===== src/rtl/arwc_pkg.sv =====
// Shared types and constants for the anti-replay window check block.
// Holds the verdict codes, register indexes and fixed field widths.
// No dependencies.
`default_nettype none

package arwc_pkg;

	localparam int SEQ_W       = 64;
	localparam int SLOT_W      = 4;
	localparam int SLOT_EN_W   = 16;
	localparam int MAX_JUMP_W  = 32;
	localparam int CFG_DATA_W  = 32;
	localparam int CFG_INDEX_W = 1;

	// Reset value of the maximum forward advance register.
	localparam logic [MAX_JUMP_W-1:0] MAX_JUMP_RESET = 32'd1048576;

	// Configuration register indexes.
	localparam logic [CFG_INDEX_W-1:0] REG_SLOT_ENABLE = 1'b0;
	localparam logic [CFG_INDEX_W-1:0] REG_MAX_JUMP    = 1'b1;

	// Item kinds.
	localparam logic KIND_CHECK = 1'b0;
	localparam logic KIND_CLEAR = 1'b1;

	typedef enum logic [1:0] {
		VERDICT_FRESH  = 2'd0,
		VERDICT_REPLAY = 2'd1,
		VERDICT_JUMP   = 2'd2
	} verdict_t;

	// Control outcome of one item: whether the window is written, its started flag, and the verdict.
	typedef struct packed {
		logic     wr_en;
		logic     started;
		verdict_t verdict;
	} win_ctrl_t;

endpackage

`default_nettype wire


===== src/rtl/arwc_window_mem.sv =====
// Window storage: per-window started flags in flip-flops, highest sequence and
// bitmap in a memory with a registered read and write-to-read bypass.
// Depends on arwc_pkg.
`default_nettype none

module arwc_window_mem
	import arwc_pkg::*;
#(
	parameter int NWIN        = 32,
	parameter int WW          = 5,
	parameter int WINDOW_BITS = 64
) (
	input  wire logic                   clk,
	input  wire logic                   arst_n,
	input  wire logic                   rd_en,
	input  wire logic [WW-1:0]          rd_addr,
	input  wire logic [WW-1:0]          flag_addr,
	input  wire logic                   wr_en,
	input  wire logic [WW-1:0]          wr_addr,
	input  wire logic                   wr_started,
	input  wire logic [SEQ_W-1:0]       wr_highest,
	input  wire logic [WINDOW_BITS-1:0] wr_bitmap,
	output logic                        flag_started,
	output logic [SEQ_W-1:0]            rd_highest_s1,
	output logic [WINDOW_BITS-1:0]      rd_bitmap_s1
);

	logic [NWIN-1:0]        started_q;
	logic [SEQ_W-1:0]       highest_mem [NWIN];
	logic [WINDOW_BITS-1:0] bitmap_mem  [NWIN];

	// A window with a clear started flag ignores the memory contents, so the
	// flags alone carry the reset state.
	always_ff @(posedge clk or negedge arst_n) begin
		if (!arst_n) begin
			started_q <= '0;
		end else if (wr_en) begin
			started_q[wr_addr] <= wr_started;
		end
	end

	assign flag_started = started_q[flag_addr];

	always_ff @(posedge clk) begin
		if (wr_en) begin
			highest_mem[wr_addr] <= wr_highest;
			bitmap_mem[wr_addr]  <= wr_bitmap;
		end
	end

	// The write landing at this edge is newer than the memory word.
	always_ff @(posedge clk) begin
		if (rd_en) begin
			if (wr_en && (wr_addr == rd_addr)) begin
				rd_highest_s1 <= wr_highest;
				rd_bitmap_s1  <= wr_bitmap;
			end else begin
				rd_highest_s1 <= highest_mem[rd_addr];
				rd_bitmap_s1  <= bitmap_mem[rd_addr];
			end
		end
	end

endmodule

`default_nettype wire


===== src/rtl/arwc_update.sv =====
// Combinational window update: verdict and next window contents for one item.
// Depends on arwc_pkg.
`default_nettype none

module arwc_update
	import arwc_pkg::*;
#(
	parameter int WINDOW_BITS = 64
) (
	input  wire logic                   kind,
	input  wire logic                   in_range,
	input  wire logic                   enabled,
	input  wire logic                   started,
	input  wire logic [SEQ_W-1:0]       seq,
	input  wire logic [SEQ_W-1:0]       highest,
	input  wire logic [WINDOW_BITS-1:0] bitmap,
	input  wire logic [MAX_JUMP_W-1:0]  max_jump,
	output win_ctrl_t                   ctrl,
	output logic [SEQ_W-1:0]            new_highest,
	output logic [WINDOW_BITS-1:0]      new_bitmap
);

	localparam int SHW = (WINDOW_BITS > 1) ? $clog2(WINDOW_BITS) : 1;
	localparam logic [SEQ_W-1:0] WB_SEQ = SEQ_W'(WINDOW_BITS);

	logic [SEQ_W:0]         diff;
	logic [SEQ_W-1:0]       adv;
	logic [SEQ_W-1:0]       behind;
	logic                   ahead;
	logic [WINDOW_BITS-1:0] one_bit;
	logic [WINDOW_BITS-1:0] seen_bit;

	assign diff     = {1'b0, seq} - {1'b0, highest};
	assign adv      = diff[SEQ_W-1:0];
	assign behind   = ~adv + SEQ_W'(1);
	assign ahead    = !diff[SEQ_W] && (adv != '0);
	assign one_bit  = WINDOW_BITS'(1);
	assign seen_bit = one_bit << behind[SHW-1:0];

	always_comb begin
		ctrl.wr_en   = 1'b0;
		ctrl.started = 1'b1;
		ctrl.verdict = VERDICT_FRESH;
		new_highest  = highest;
		new_bitmap   = bitmap;
		if (!in_range) begin
			ctrl.verdict = VERDICT_REPLAY;
		end else if (kind == KIND_CLEAR) begin
			ctrl.wr_en   = 1'b1;
			ctrl.started = 1'b0;
		end else if (!enabled) begin
			ctrl.verdict = VERDICT_REPLAY;
		end else if (!started) begin
			ctrl.wr_en  = 1'b1;
			new_highest = seq;
			new_bitmap  = one_bit;
		end else if (ahead) begin
			if (adv > {{(SEQ_W-MAX_JUMP_W){1'b0}}, max_jump}) begin
				ctrl.verdict = VERDICT_JUMP;
			end else begin
				ctrl.wr_en  = 1'b1;
				new_highest = seq;
				if (adv >= WB_SEQ) begin
					new_bitmap = one_bit;
				end else begin
					new_bitmap = (bitmap << adv[SHW-1:0]) | one_bit;
				end
			end
		end else if (behind >= WB_SEQ) begin
			ctrl.verdict = VERDICT_REPLAY;
		end else if ((bitmap & seen_bit) != '0) begin
			ctrl.verdict = VERDICT_REPLAY;
		end else begin
			ctrl.wr_en = 1'b1;
			new_bitmap = bitmap | seen_bit;
		end
	end

endmodule

`default_nettype wire


===== src/rtl/anti_replay_window_check_core.sv =====
// Top level of the anti-replay window check block.
// Instantiates arwc_window_mem and arwc_update; depends on arwc_pkg.
`default_nettype none

// How to use this block:
// Requests enter on the command channel: a request is taken at a rising clock
// edge where start is high and busy is low. Busy stays low, so a request can
// be issued in every cycle. Each request carries kind, slot_index, stream_sel
// and seq_number; a clear request resets the window of its slot and stream.
// Each request gives exactly one verdict. The verdict sits on the verdict port,
// marked by done for one cycle, once the result register is loaded: the edge
// that takes the request loads the input stage and reads the window memory,
// and the next edge stores the verdict and writes the updated window.
// Throughput is one request per cycle, set by the single read-modify-write of
// the window memory; a read that hits the window being written that same edge
// takes the new data through a bypass.
// Configuration writes use the cfg channel (cfg_ready is always high): index 0
// is the slot enable mask, index 1 the largest accepted forward jump. Write
// them only while no request is in flight.
// Reset clears the started flags of all windows, the enable mask, and the
// pipeline valid bits, and restores the jump limit; it takes effect at once.
// The receiver cannot stall: done is a strobe and must be taken when seen.
module anti_replay_window_check_core
	import arwc_pkg::*;
#(
	parameter int SLOTS       = 16,
	parameter int WINDOW_BITS = 64,
	parameter int STREAMS     = 2
) (
	input  wire logic                   clk,
	input  wire logic                   arst_n,
	input  wire logic                   start,
	output logic                        busy,
	input  wire logic                   kind,
	input  wire logic [SLOT_W-1:0]      slot_index,
	input  wire logic                   stream_sel,
	input  wire logic [SEQ_W-1:0]       seq_number,
	output logic                        done,
	output logic [1:0]                  verdict,
	input  wire logic                   cfg_valid,
	output logic                        cfg_ready,
	input  wire logic [CFG_INDEX_W-1:0] cfg_index,
	input  wire logic [CFG_DATA_W-1:0]  cfg_data
);

	localparam int NWIN = SLOTS * STREAMS;
	localparam int WW   = (NWIN > 1) ? $clog2(NWIN) : 1;

	logic                   accept;
	logic [WW-1:0]          win_in;
	logic                   in_range_in;

	logic [SLOT_EN_W-1:0]   slot_enable_q;
	logic [MAX_JUMP_W-1:0]  max_jump_q;

	logic                   valid_s1;
	logic                   kind_s1;
	logic                   in_range_s1;
	logic                   enabled_s1;
	logic [WW-1:0]          win_s1;
	logic [SEQ_W-1:0]       seq_s1;

	logic                   started_rd;
	logic [SEQ_W-1:0]       highest_s1;
	logic [WINDOW_BITS-1:0] bitmap_s1;

	win_ctrl_t              ctrl;
	logic                   wr_en;
	logic [SEQ_W-1:0]       new_highest;
	logic [WINDOW_BITS-1:0] new_bitmap;

	logic                   done_q;
	verdict_t               verdict_q;

	// Every cycle can take a request, and configuration is always accepted.
	assign busy      = 1'b0;
	assign cfg_ready = 1'b1;
	assign accept    = start && !busy;

	// Window number is slot times streams plus stream; out-of-range
	// selections never write the storage.
	assign win_in      = WW'(32'(slot_index) * STREAMS + 32'(stream_sel));
	assign in_range_in = (32'(slot_index) < SLOTS) && (32'(stream_sel) < STREAMS);

	always_ff @(posedge clk or negedge arst_n) begin
		if (!arst_n) begin
			slot_enable_q <= '0;
			max_jump_q    <= MAX_JUMP_RESET;
		end else if (cfg_valid && cfg_ready) begin
			unique case (cfg_index)
				REG_SLOT_ENABLE: slot_enable_q <= cfg_data[SLOT_EN_W-1:0];
				REG_MAX_JUMP:    max_jump_q    <= cfg_data[MAX_JUMP_W-1:0];
				default:         ;
			endcase
		end
	end

	// Input stage. The enable bit is sampled here, which matches the model only if the user
	// changes configuration while the block is idle; the block itself does not enforce it.
	always_ff @(posedge clk or negedge arst_n) begin
		if (!arst_n) begin
			valid_s1 <= 1'b0;
		end else begin
			valid_s1 <= accept;
		end
	end

	always_ff @(posedge clk) begin
		if (accept) begin
			kind_s1     <= kind;
			in_range_s1 <= in_range_in;
			enabled_s1  <= slot_enable_q[slot_index];
			win_s1      <= win_in;
			seq_s1      <= seq_number;
		end
	end

	assign wr_en = valid_s1 && ctrl.wr_en;

	arwc_window_mem #(
		.NWIN        (NWIN),
		.WW          (WW),
		.WINDOW_BITS (WINDOW_BITS)
	) u_mem (
		.clk           (clk),
		.arst_n        (arst_n),
		.rd_en         (accept),
		.rd_addr       (win_in),
		.flag_addr     (win_s1),
		.wr_en         (wr_en),
		.wr_addr       (win_s1),
		.wr_started    (ctrl.started),
		.wr_highest    (new_highest),
		.wr_bitmap     (new_bitmap),
		.flag_started  (started_rd),
		.rd_highest_s1 (highest_s1),
		.rd_bitmap_s1  (bitmap_s1)
	);

	arwc_update #(
		.WINDOW_BITS (WINDOW_BITS)
	) u_update (
		.kind        (kind_s1),
		.in_range    (in_range_s1),
		.enabled     (enabled_s1),
		.started     (started_rd),
		.seq         (seq_s1),
		.highest     (highest_s1),
		.bitmap      (bitmap_s1),
		.max_jump    (max_jump_q),
		.ctrl        (ctrl),
		.new_highest (new_highest),
		.new_bitmap  (new_bitmap)
	);

	// Result register: one strobe per request.
	always_ff @(posedge clk or negedge arst_n) begin
		if (!arst_n) begin
			done_q <= 1'b0;
		end else begin
			done_q <= valid_s1;
		end
	end

	always_ff @(posedge clk) begin
		if (valid_s1) begin
			verdict_q <= ctrl.verdict;
		end
	end

	assign done    = done_q;
	assign verdict = verdict_q;

`ifndef SYNTHESIS
	// Every verdict strobe traces back to a request taken through the input stage and the result register.
	a_done_from_request: assert property (@(posedge clk) disable iff (!arst_n)
		done |-> $past(start && !busy, 2))
		else $error("verdict strobe without a request");

	// A jump verdict never modifies the window.
	a_jump_no_write: assert property (@(posedge clk) disable iff (!arst_n)
		(valid_s1 && ctrl.verdict == VERDICT_JUMP) |-> !wr_en)
		else $error("window written on jump verdict");

	// A clear of a valid window always reports fresh.
	a_clear_fresh: assert property (@(posedge clk) disable iff (!arst_n)
		(valid_s1 && kind_s1 == KIND_CLEAR && in_range_s1)
			|=> (done && verdict == VERDICT_FRESH))
		else $error("clear request not reported fresh");

	// Out-of-range windows are never written.
	a_range_no_write: assert property (@(posedge clk) disable iff (!arst_n)
		(valid_s1 && !in_range_s1) |-> !wr_en)
		else $error("write to out-of-range window");

	// A disabled slot never yields a fresh check verdict.
	a_disabled_replay: assert property (@(posedge clk) disable iff (!arst_n)
		(valid_s1 && kind_s1 == KIND_CHECK && !enabled_s1)
			|=> (verdict == VERDICT_REPLAY))
		else $error("disabled slot passed a check");
`endif

endmodule

`default_nettype wire


===== config.mk =====
export PLATFORM = sky130hd
export DESIGN_NAME = anti_replay_window_check_core
export DESIGN_NICKNAME = d
export VERILOG_FILES = /design/src/rtl/arwc_pkg.sv /design/src/rtl/arwc_window_mem.sv /design/src/rtl/arwc_update.sv /design/src/rtl/anti_replay_window_check_core.sv
export SDC_FILE = /design/constraint.sdc
export NUM_CORES = 2
export LEC_CHECK = 0
export BUFFER_PORTS_ARGS = -buffer_cell sky130_fd_sc_hd__buf_2
export CAP_MARGIN = 0
export CELL_PAD_IN_SITES_DETAIL_PLACEMENT = 1
export CELL_PAD_IN_SITES_GLOBAL_PLACEMENT = 1
export CORE_MARGIN = 2
export CORE_UTILIZATION = 49
export CTS_CLUSTER_DIAMETER = 120
export CTS_CLUSTER_SIZE = 16
export DETAILED_ROUTE_END_ITERATION = 10
export PLACE_DENSITY_LB_ADDON = 0.25
export RECOVER_POWER = 50
export SLEW_MARGIN = 20
export SYNTH_ARGS = -nofsm -noshare
export SYNTH_HDL_FRONTEND = slang
export SYNTH_HIERARCHICAL = 1
export SYNTH_SLANG_ARGS = --single-unit

===== constraint.sdc =====
create_clock -name clk -period 11.6 [get_ports clk]
set_input_delay 0.58 -clock clk [delete_from_list [all_inputs] [get_ports clk]]
set_output_delay 0.58 -clock clk [all_outputs]
set_load 0.01 [all_outputs]

# Word level (Yosys, flattened, before mapping)
# Memories as Yosys holds them, arrays and structs flattened. A register that Yosys moved wholly into a read port is not among the register bits.
# Cells that the tools add are included.
# op_classes
n_addsub	3
order_cmp	6
shift	2
mux	36
bitwise	6
reduce_logical	9
# ops
operator	count
64-bit two-way mux	13
64-bit by 7-bit greater-or-equal comparator with 1-bit output, second input constant	2
64-bit nonzero test	2
64-bit by 64-bit subtractor with 65-bit output	1
64-bit by 1-bit adder with 64-bit output, second input constant	1
64-bit bitwise AND	1
64-bit by 32-bit > comparator with 1-bit output	1
64-bit NOT	1
64-bit bitwise OR	1
1-bit by 6-bit << shifter with 64-bit output, first input constant	1
64-bit by 6-bit << shifter with 64-bit output	1
32-bit bitwise mux	1
1-bit two-way mux	16
5-bit by 6-bit less-than comparator with 1-bit output, second input constant	1
2-bit two-way mux	3
5-bit by 1-bit adder with 5-bit output	1
1-bit binary-select mux with 5-bit select	1
1-bit demux with 5-bit select	1
5-bit by 1-bit greater-or-equal comparator with 1-bit output, second input constant	1
4-bit by 5-bit less-than comparator with 1-bit output, second input constant	1
1-bit binary-select mux with 4-bit select	1
2-bit AND reduction	2
1-bit logical AND	3
1-bit NOT	3
other kinds (2)	2
# totals
ff_bits	155
ram_bits	4096
elab_cells	75
memories	2
# mem_list
name	depth	width	rd	rd_clocked_by_memory_dff	write_ports	line	source
u_mem.bitmap_mem	32	64	1	1	1	arwc_window_mem.sv:30	logic [WINDOW_BITS-1:0] bitmap_mem [NWIN];
u_mem.highest_mem	32	64	1	1	1	arwc_window_mem.sv:29	logic [SEQ_W-1:0] highest_mem [NWIN];

# Depth between registers and ports, before layout
# logic_depth
ltp_word	15
mapped_depth	34
mapped_depth_nobuf	26

# Modules after synthesis
# The synthesis kept the hierarchy.
# modules_own_cells
mod	n_inst	cells_each	area_each_um2	seq_area_each_um2
arwc_window_mem	1	7204	161287.2	127642.4
arwc_update	1	2464	15367.2	0.0
anti_replay_window_check_core	1	190	4186.5	3444.6

# Worst setup path after synthesis
# Ideal clock, no wire load.
# synth_path
path_type	register to register
start	register seq_s1[0]
end	register u_mem.started_q[24]
setup_time_ns	0.093
arrival_ns	12.341
required_time_ns	11.507
path_slack_ns	-0.834
stages_incl_launch_ff	33
n_path_buf	7
synth_period_minus_slack_ns	12.434
path_cell_list	edfxtp_1 inv_1 ha_1 inv_1 fa_1 a211oi_2 o21bai_2 xor2_1 inv_2 clkbuf_1 clkbuf_1 buf_1 clkbuf_1 ha_1 nand4_1 nor2_1 a211o_1 a21o_1 a21o_1 a21oi_1 nor3_1 o21ai_0 a32oi_1 or4_1 buf_2 or2_0 clkbuf_1 a41oi_1 and2_1 or3b_2 clkbuf_1 nor2_1 mux2_2
# synth_rtl
element	line	source
start: declaration	anti_replay_window_check_core.sv:61	logic [SEQ_W-1:0] seq_s1;
start signal: assignment	anti_replay_window_check_core.sv:114	seq_s1 <= seq_number;
end signal: indexed assignment	arwc_window_mem.sv:38	started_q[wr_addr] <= wr_started;
end: declaration	arwc_window_mem.sv:28	logic [NWIN-1:0] started_q;

==> key figures <==
Global routing
  • First-pass GRT wire length: 844 mm
  • Antenna violations before repair: a little over 40
  • Remaining Overflow, GRT: 0
  • Pin count of the biggest net entering global routing: 137
  • Global Route Usage Sum: 32.3%
  • Vias in the first global route: 104000

Place
  • Placed cell area: 188000 µm²
  • Setup WS pre-CTS: between 1500 and 2000 ps
  • Gpl congestion: approximately 1
  • Dpl hpwl: 383 mm
  • Placed Cells: 14500
  • # port buffers: roughly 110

Logic synthesis
  • Top FF cell, synth: edfxtp_1
  • Sequential cell area fraction in the yosys report: between 70% and 80%
  • Post-synth cell types: 119
  • Syn. warnings: 6
  • Post-synth EDFFs: between 4000 and 5000
  • Post-Syn Area: around 180000 µm²
  • Adder-cell area share of the yosys netlist: 0.675%
  • Mapped Avg Cell Area: around 18 µm²
  • Post-Synth XOR/XNOR Area: less than 1%
  • Mux cell area share after synthesis: 14.6%
  • Async set-reset flop share out of synthesis: under 10%
  • Compound-Gate Fraction of Synth Area: under 10%
  • Simple-Gate Fraction of Synth Area: 3.38%
  • Seq cells post-synth: roughly 4400
  • Gate Count Post-Synth: 9858
  • Largest family of logic cells by synthesized area: multiplexers

Final layout
  • Design area: between 150000 and 200000 µm²
  • Post-route insts no fill: between 15000 and 20000
  • Fin nets: ~10000
  • Layout cell share with drive strength beyond 1: approximately 17%
  • Area grow syn2layout: 8.81%

STA
  • Slew HR: -440%
  • Min Tclk post-route: ~11000 ps
  • Final Hold Viols: 0
  • Max Slew Vio Count: between 2000 and 3000
  • Unrepaired setup endpoints after global routing: false
  • Worst Slack Setup Final: approximately 360 ps
  • Setup Skew: 127 ps
  • Tcrit/Tclk final: 96.9%
  • Worst Tran Pin Value: around 8100 ps
  • Fmax: around 90 MHz
  • Final setup viols: 0

Clock tree
  • Root Buffer: clkbuf_16
  • CTS Buf Count: 314
  • H-tree depth: 5
  • CTS tree: yes
  • TritonCTS Sinks: 4379
  • Clock transition at path regs: ~70 ps
  • Worst skew pair latency: approximately 1000 ps
  • Clk buf depth: 4

Worst setup path
  • CP max stage delay: roughly 1400 ps
  • R2R Setup Slk: around 360 ps
  • Crit path DAT: around 12000 ps
  • CP max-delay cell: clkbuf_1
  • Worst EP required: roughly 12000 ps
  • Critical Path Fanout Max: 25
  • CP Launch Type: flop
  • Critical Path Sink Type: flop
  • Reg2reg path depth: 22
  • Worst path bufs/invs: 5
  • FF-to-FF Start: seq_s1[0]
  • Reg-to-reg endpoint: u_mem/rd_bitmap_s1[31]
  • Cell Chain, Critical Path: inv_1, ha_4, inv_1, fa_4, a211oi_1, o21ai_1, xor2_1, clkbuf_1, nor4_1, nand3_1, or2_2, o21ai_0, nand4_1, a2111oi_1, buf_4, nand4_1, nor4_1, o2111a_2, nand3_1, a21oi_1, clkbuf_1, mux2_2
  • Kind of critical path: reg -> reg
  • CP delay by family, top: compound AO/OA/AOI/OAI gates

Floorplanning
  • Die area: ~370000 µm²
  • Die Height: roughly 610 µm
  • Die Wd: 612 µm
  • Num ports: around 110
  • Starting density of the core: between 40% and 50%
  • Core box area: approximately 370000 µm²
  • Row cnt: about 220

Routing
  • DR vias/cell: 6.95
  • Residual DRC: 0
  • Via count: about 100k
  • Total wire length: roughly 610 mm
  • DR pass1 iterations: 6
  • WL per Instance: 40.6 µm
  • DRT antenna net count: 0
  • Initial DRC Count: between 10000 and 15000

Min path
  • Hold path cells: 2
  • HP Class: in -> reg
  • Worst Hold End: max_jump_q[15]
  • Hold path startpoint: cfg_data[15]

Power and ir drop
  • Leakage: around 63 nW
  • PwrDens: about 170 nW/µm²
  • Peak VDD IR: about 0.12 mV

Outcome
  • Status: finished, violations left
  • Failing checks: max-capacitance violations, max-slew violations

Job
  • Max Cap Viol: 83
-- registers in the layout (all words and copies together), names as in the netlist, 2 cells and up --
signal and count:
u_mem/bitmap_mem 2048, u_mem/highest_mem 2048, seq_s1 64, u_mem/rd_bitmap_s1 64, u_mem/rd_highest_s1 64, max_jump_q 32, u_mem/started_q 32, slot_enable_q 16
win_s1 5, verdict 2
-- area by class of cell --
cell class	instances	area, µm²
clock buffer	364	8190
timing repair buffer	497	3930
inverter	129	487
antenna	43	108
tap	4837	6050
sequential	4379	131000
multi-input combinational	4735	46500
fill	32900	172000
clock inverter	25	385
-- synthesized netlist by cell type (all sizes together) (9+ instances only) --
master      n  share of area (%)
mux2i     585                3.2
a221oi    139               0.68
o211ai     45               0.19
a31oi     108               0.37
mux2      209                1.3
nand3b     12              0.050
a22o       72               0.35
a21oi     283               0.79
mux4      809                 10
a41oi      66               0.32
a21o       62               0.26
o31ai      19              0.086
o21a       18              0.075
o31a       11              0.053
nor2      297               0.62
a211oi     76               0.33
or3        15              0.055
nand3      67               0.19
or2        12              0.042
a32oi      11              0.053
a22oi     119               0.50
a221o       9              0.050
nand2b     21              0.073
nor2b      30               0.10
buf       297                1.2
and3       31               0.11
nand2     386               0.80
clkbuf    322               0.67
inv       128               0.27
nor3      157               0.46
xor2       12              0.058
o22ai     197               0.68
o2111a      9              0.057
a21boi     14              0.058
edfxtp   4297                 71
nor4       75               0.29
nand4      77               0.27
xnor2      32               0.15
o21ai     371                1.0
dfrtp      81                1.1
or4        18              0.079
and2       19              0.067
ha         96               0.66
o21bai     10              0.044
o2111ai    12              0.062
-- kinds of logic (layout without fill, tap and decap cells) --
kind of cell    after synthesis  in the layout
mux                        1603           1603
buf+inv                     748           1015
simple gates               1251           1251
fa+ha+maj                    97             97
xor+xnor                     45             45
flops                      4379           4379
other cells                   2             49
compound gates             1733           1733
-- stage by stage --
step / setup TNS (ps) / total power [W] / hold slack, ps / utilization, %
floorplan: -1006790 / 0.0209 / 284 / -
global placement: 0 / 0.0227 / 483 / 50.9
detailed placement: 0 / 0.0228 / 488 / 51.0
CTS: 0 / 0.0330 / 45.5 / 53.5
global route: 0 / 0.0338 / 187 / 53.4
finish: 0 / 0.0330 / 232 / 53.4
-- power by group --
part           internal [W]  switching (W)  total (W)
clock               0.00501        0.00532     0.0103
sequential           0.0179       0.000203     0.0181
combinational       0.00127        0.00329    0.00456
-- routing by layer --
layer	wire (µm)	GRT usage, %	share of wire [%]
met4	34100	14.8	5.6
met1	234000	45.1	38
met5	65	0	0.011
met2	280000	49.6	46
met3	60800	6.08	10
-- worst register-to-register path: stages (launching register included) --
cell	delay, ps
edfxtp_1	370
inv_1	170
ha_4	170
inv_1	60
fa_4	450
a211oi_1	850
o21ai_1	430
xor2_1	280
clkbuf_1	270
nor4_1	460
nand3_1	380
or2_2	430
o21ai_0	360
nand4_1	580
a2111oi_1	950
buf_4	240
nand4_1	160
nor4_1	420
o2111a_2	640
nand3_1	550
a21oi_1	1120
clkbuf_1	1430
mux2_2	410
-- worst max-delay path by stage --
stage	from	to	slack, ps	cells past startpoint
4_1_cts	seq_s1[2]	u_mem/rd_highest_s1[6]	1540	22
6_report	seq_s1[0]	u_mem/rd_bitmap_s1[31]	360	22
3_3_place_gp	seq_s1[0]	u_mem/started_q[6]	1370	25
2_1_floorplan	seq_s1[0]	u_mem/started_q[24]	-830	32
3_5_place_dp	seq_s1[2]	u_mem/started_q[6]	1540	23
5_1_grt	seq_s1[0]	u_mem/rd_bitmap_s1[30]	570	25
-- layout by cell type (no fill, tap or decap), drive strengths merged, types with 14 or more instances in the layout --
cell / instances
or4: 18
nor3: 157
a211oi: 76
nand2: 386
clkbuf: 494
nor2: 297
xnor2: 32
and3: 31
ha: 96
a22o: 72
nand3: 67
nor4: 75
dlygate4sd3: 89
nand2b: 21
a221oi: 139
nand4: 77
clkinv: 14
a41oi: 66
and2: 19
a21oi: 283
o21a: 18
o21ai: 371
buf: 278
o22ai: 197
mux4: 809
nor2b: 30
dfrtp: 81
a21o: 62
edfxtp: 4297
a31oi: 108
a21boi: 14
or3: 15
mux2: 209
mux2i: 585
o31ai: 19
diode: 43
a22oi: 119
inv: 140
o211ai: 45
-- timing repair --
action,4_1_cts,5_1_grt
buffers inserted,0,0
endpoints found under the hold margin,133,0
gates resized for setup,0,0
hold buffers,89,0
(Power assumes the default switching activity.)
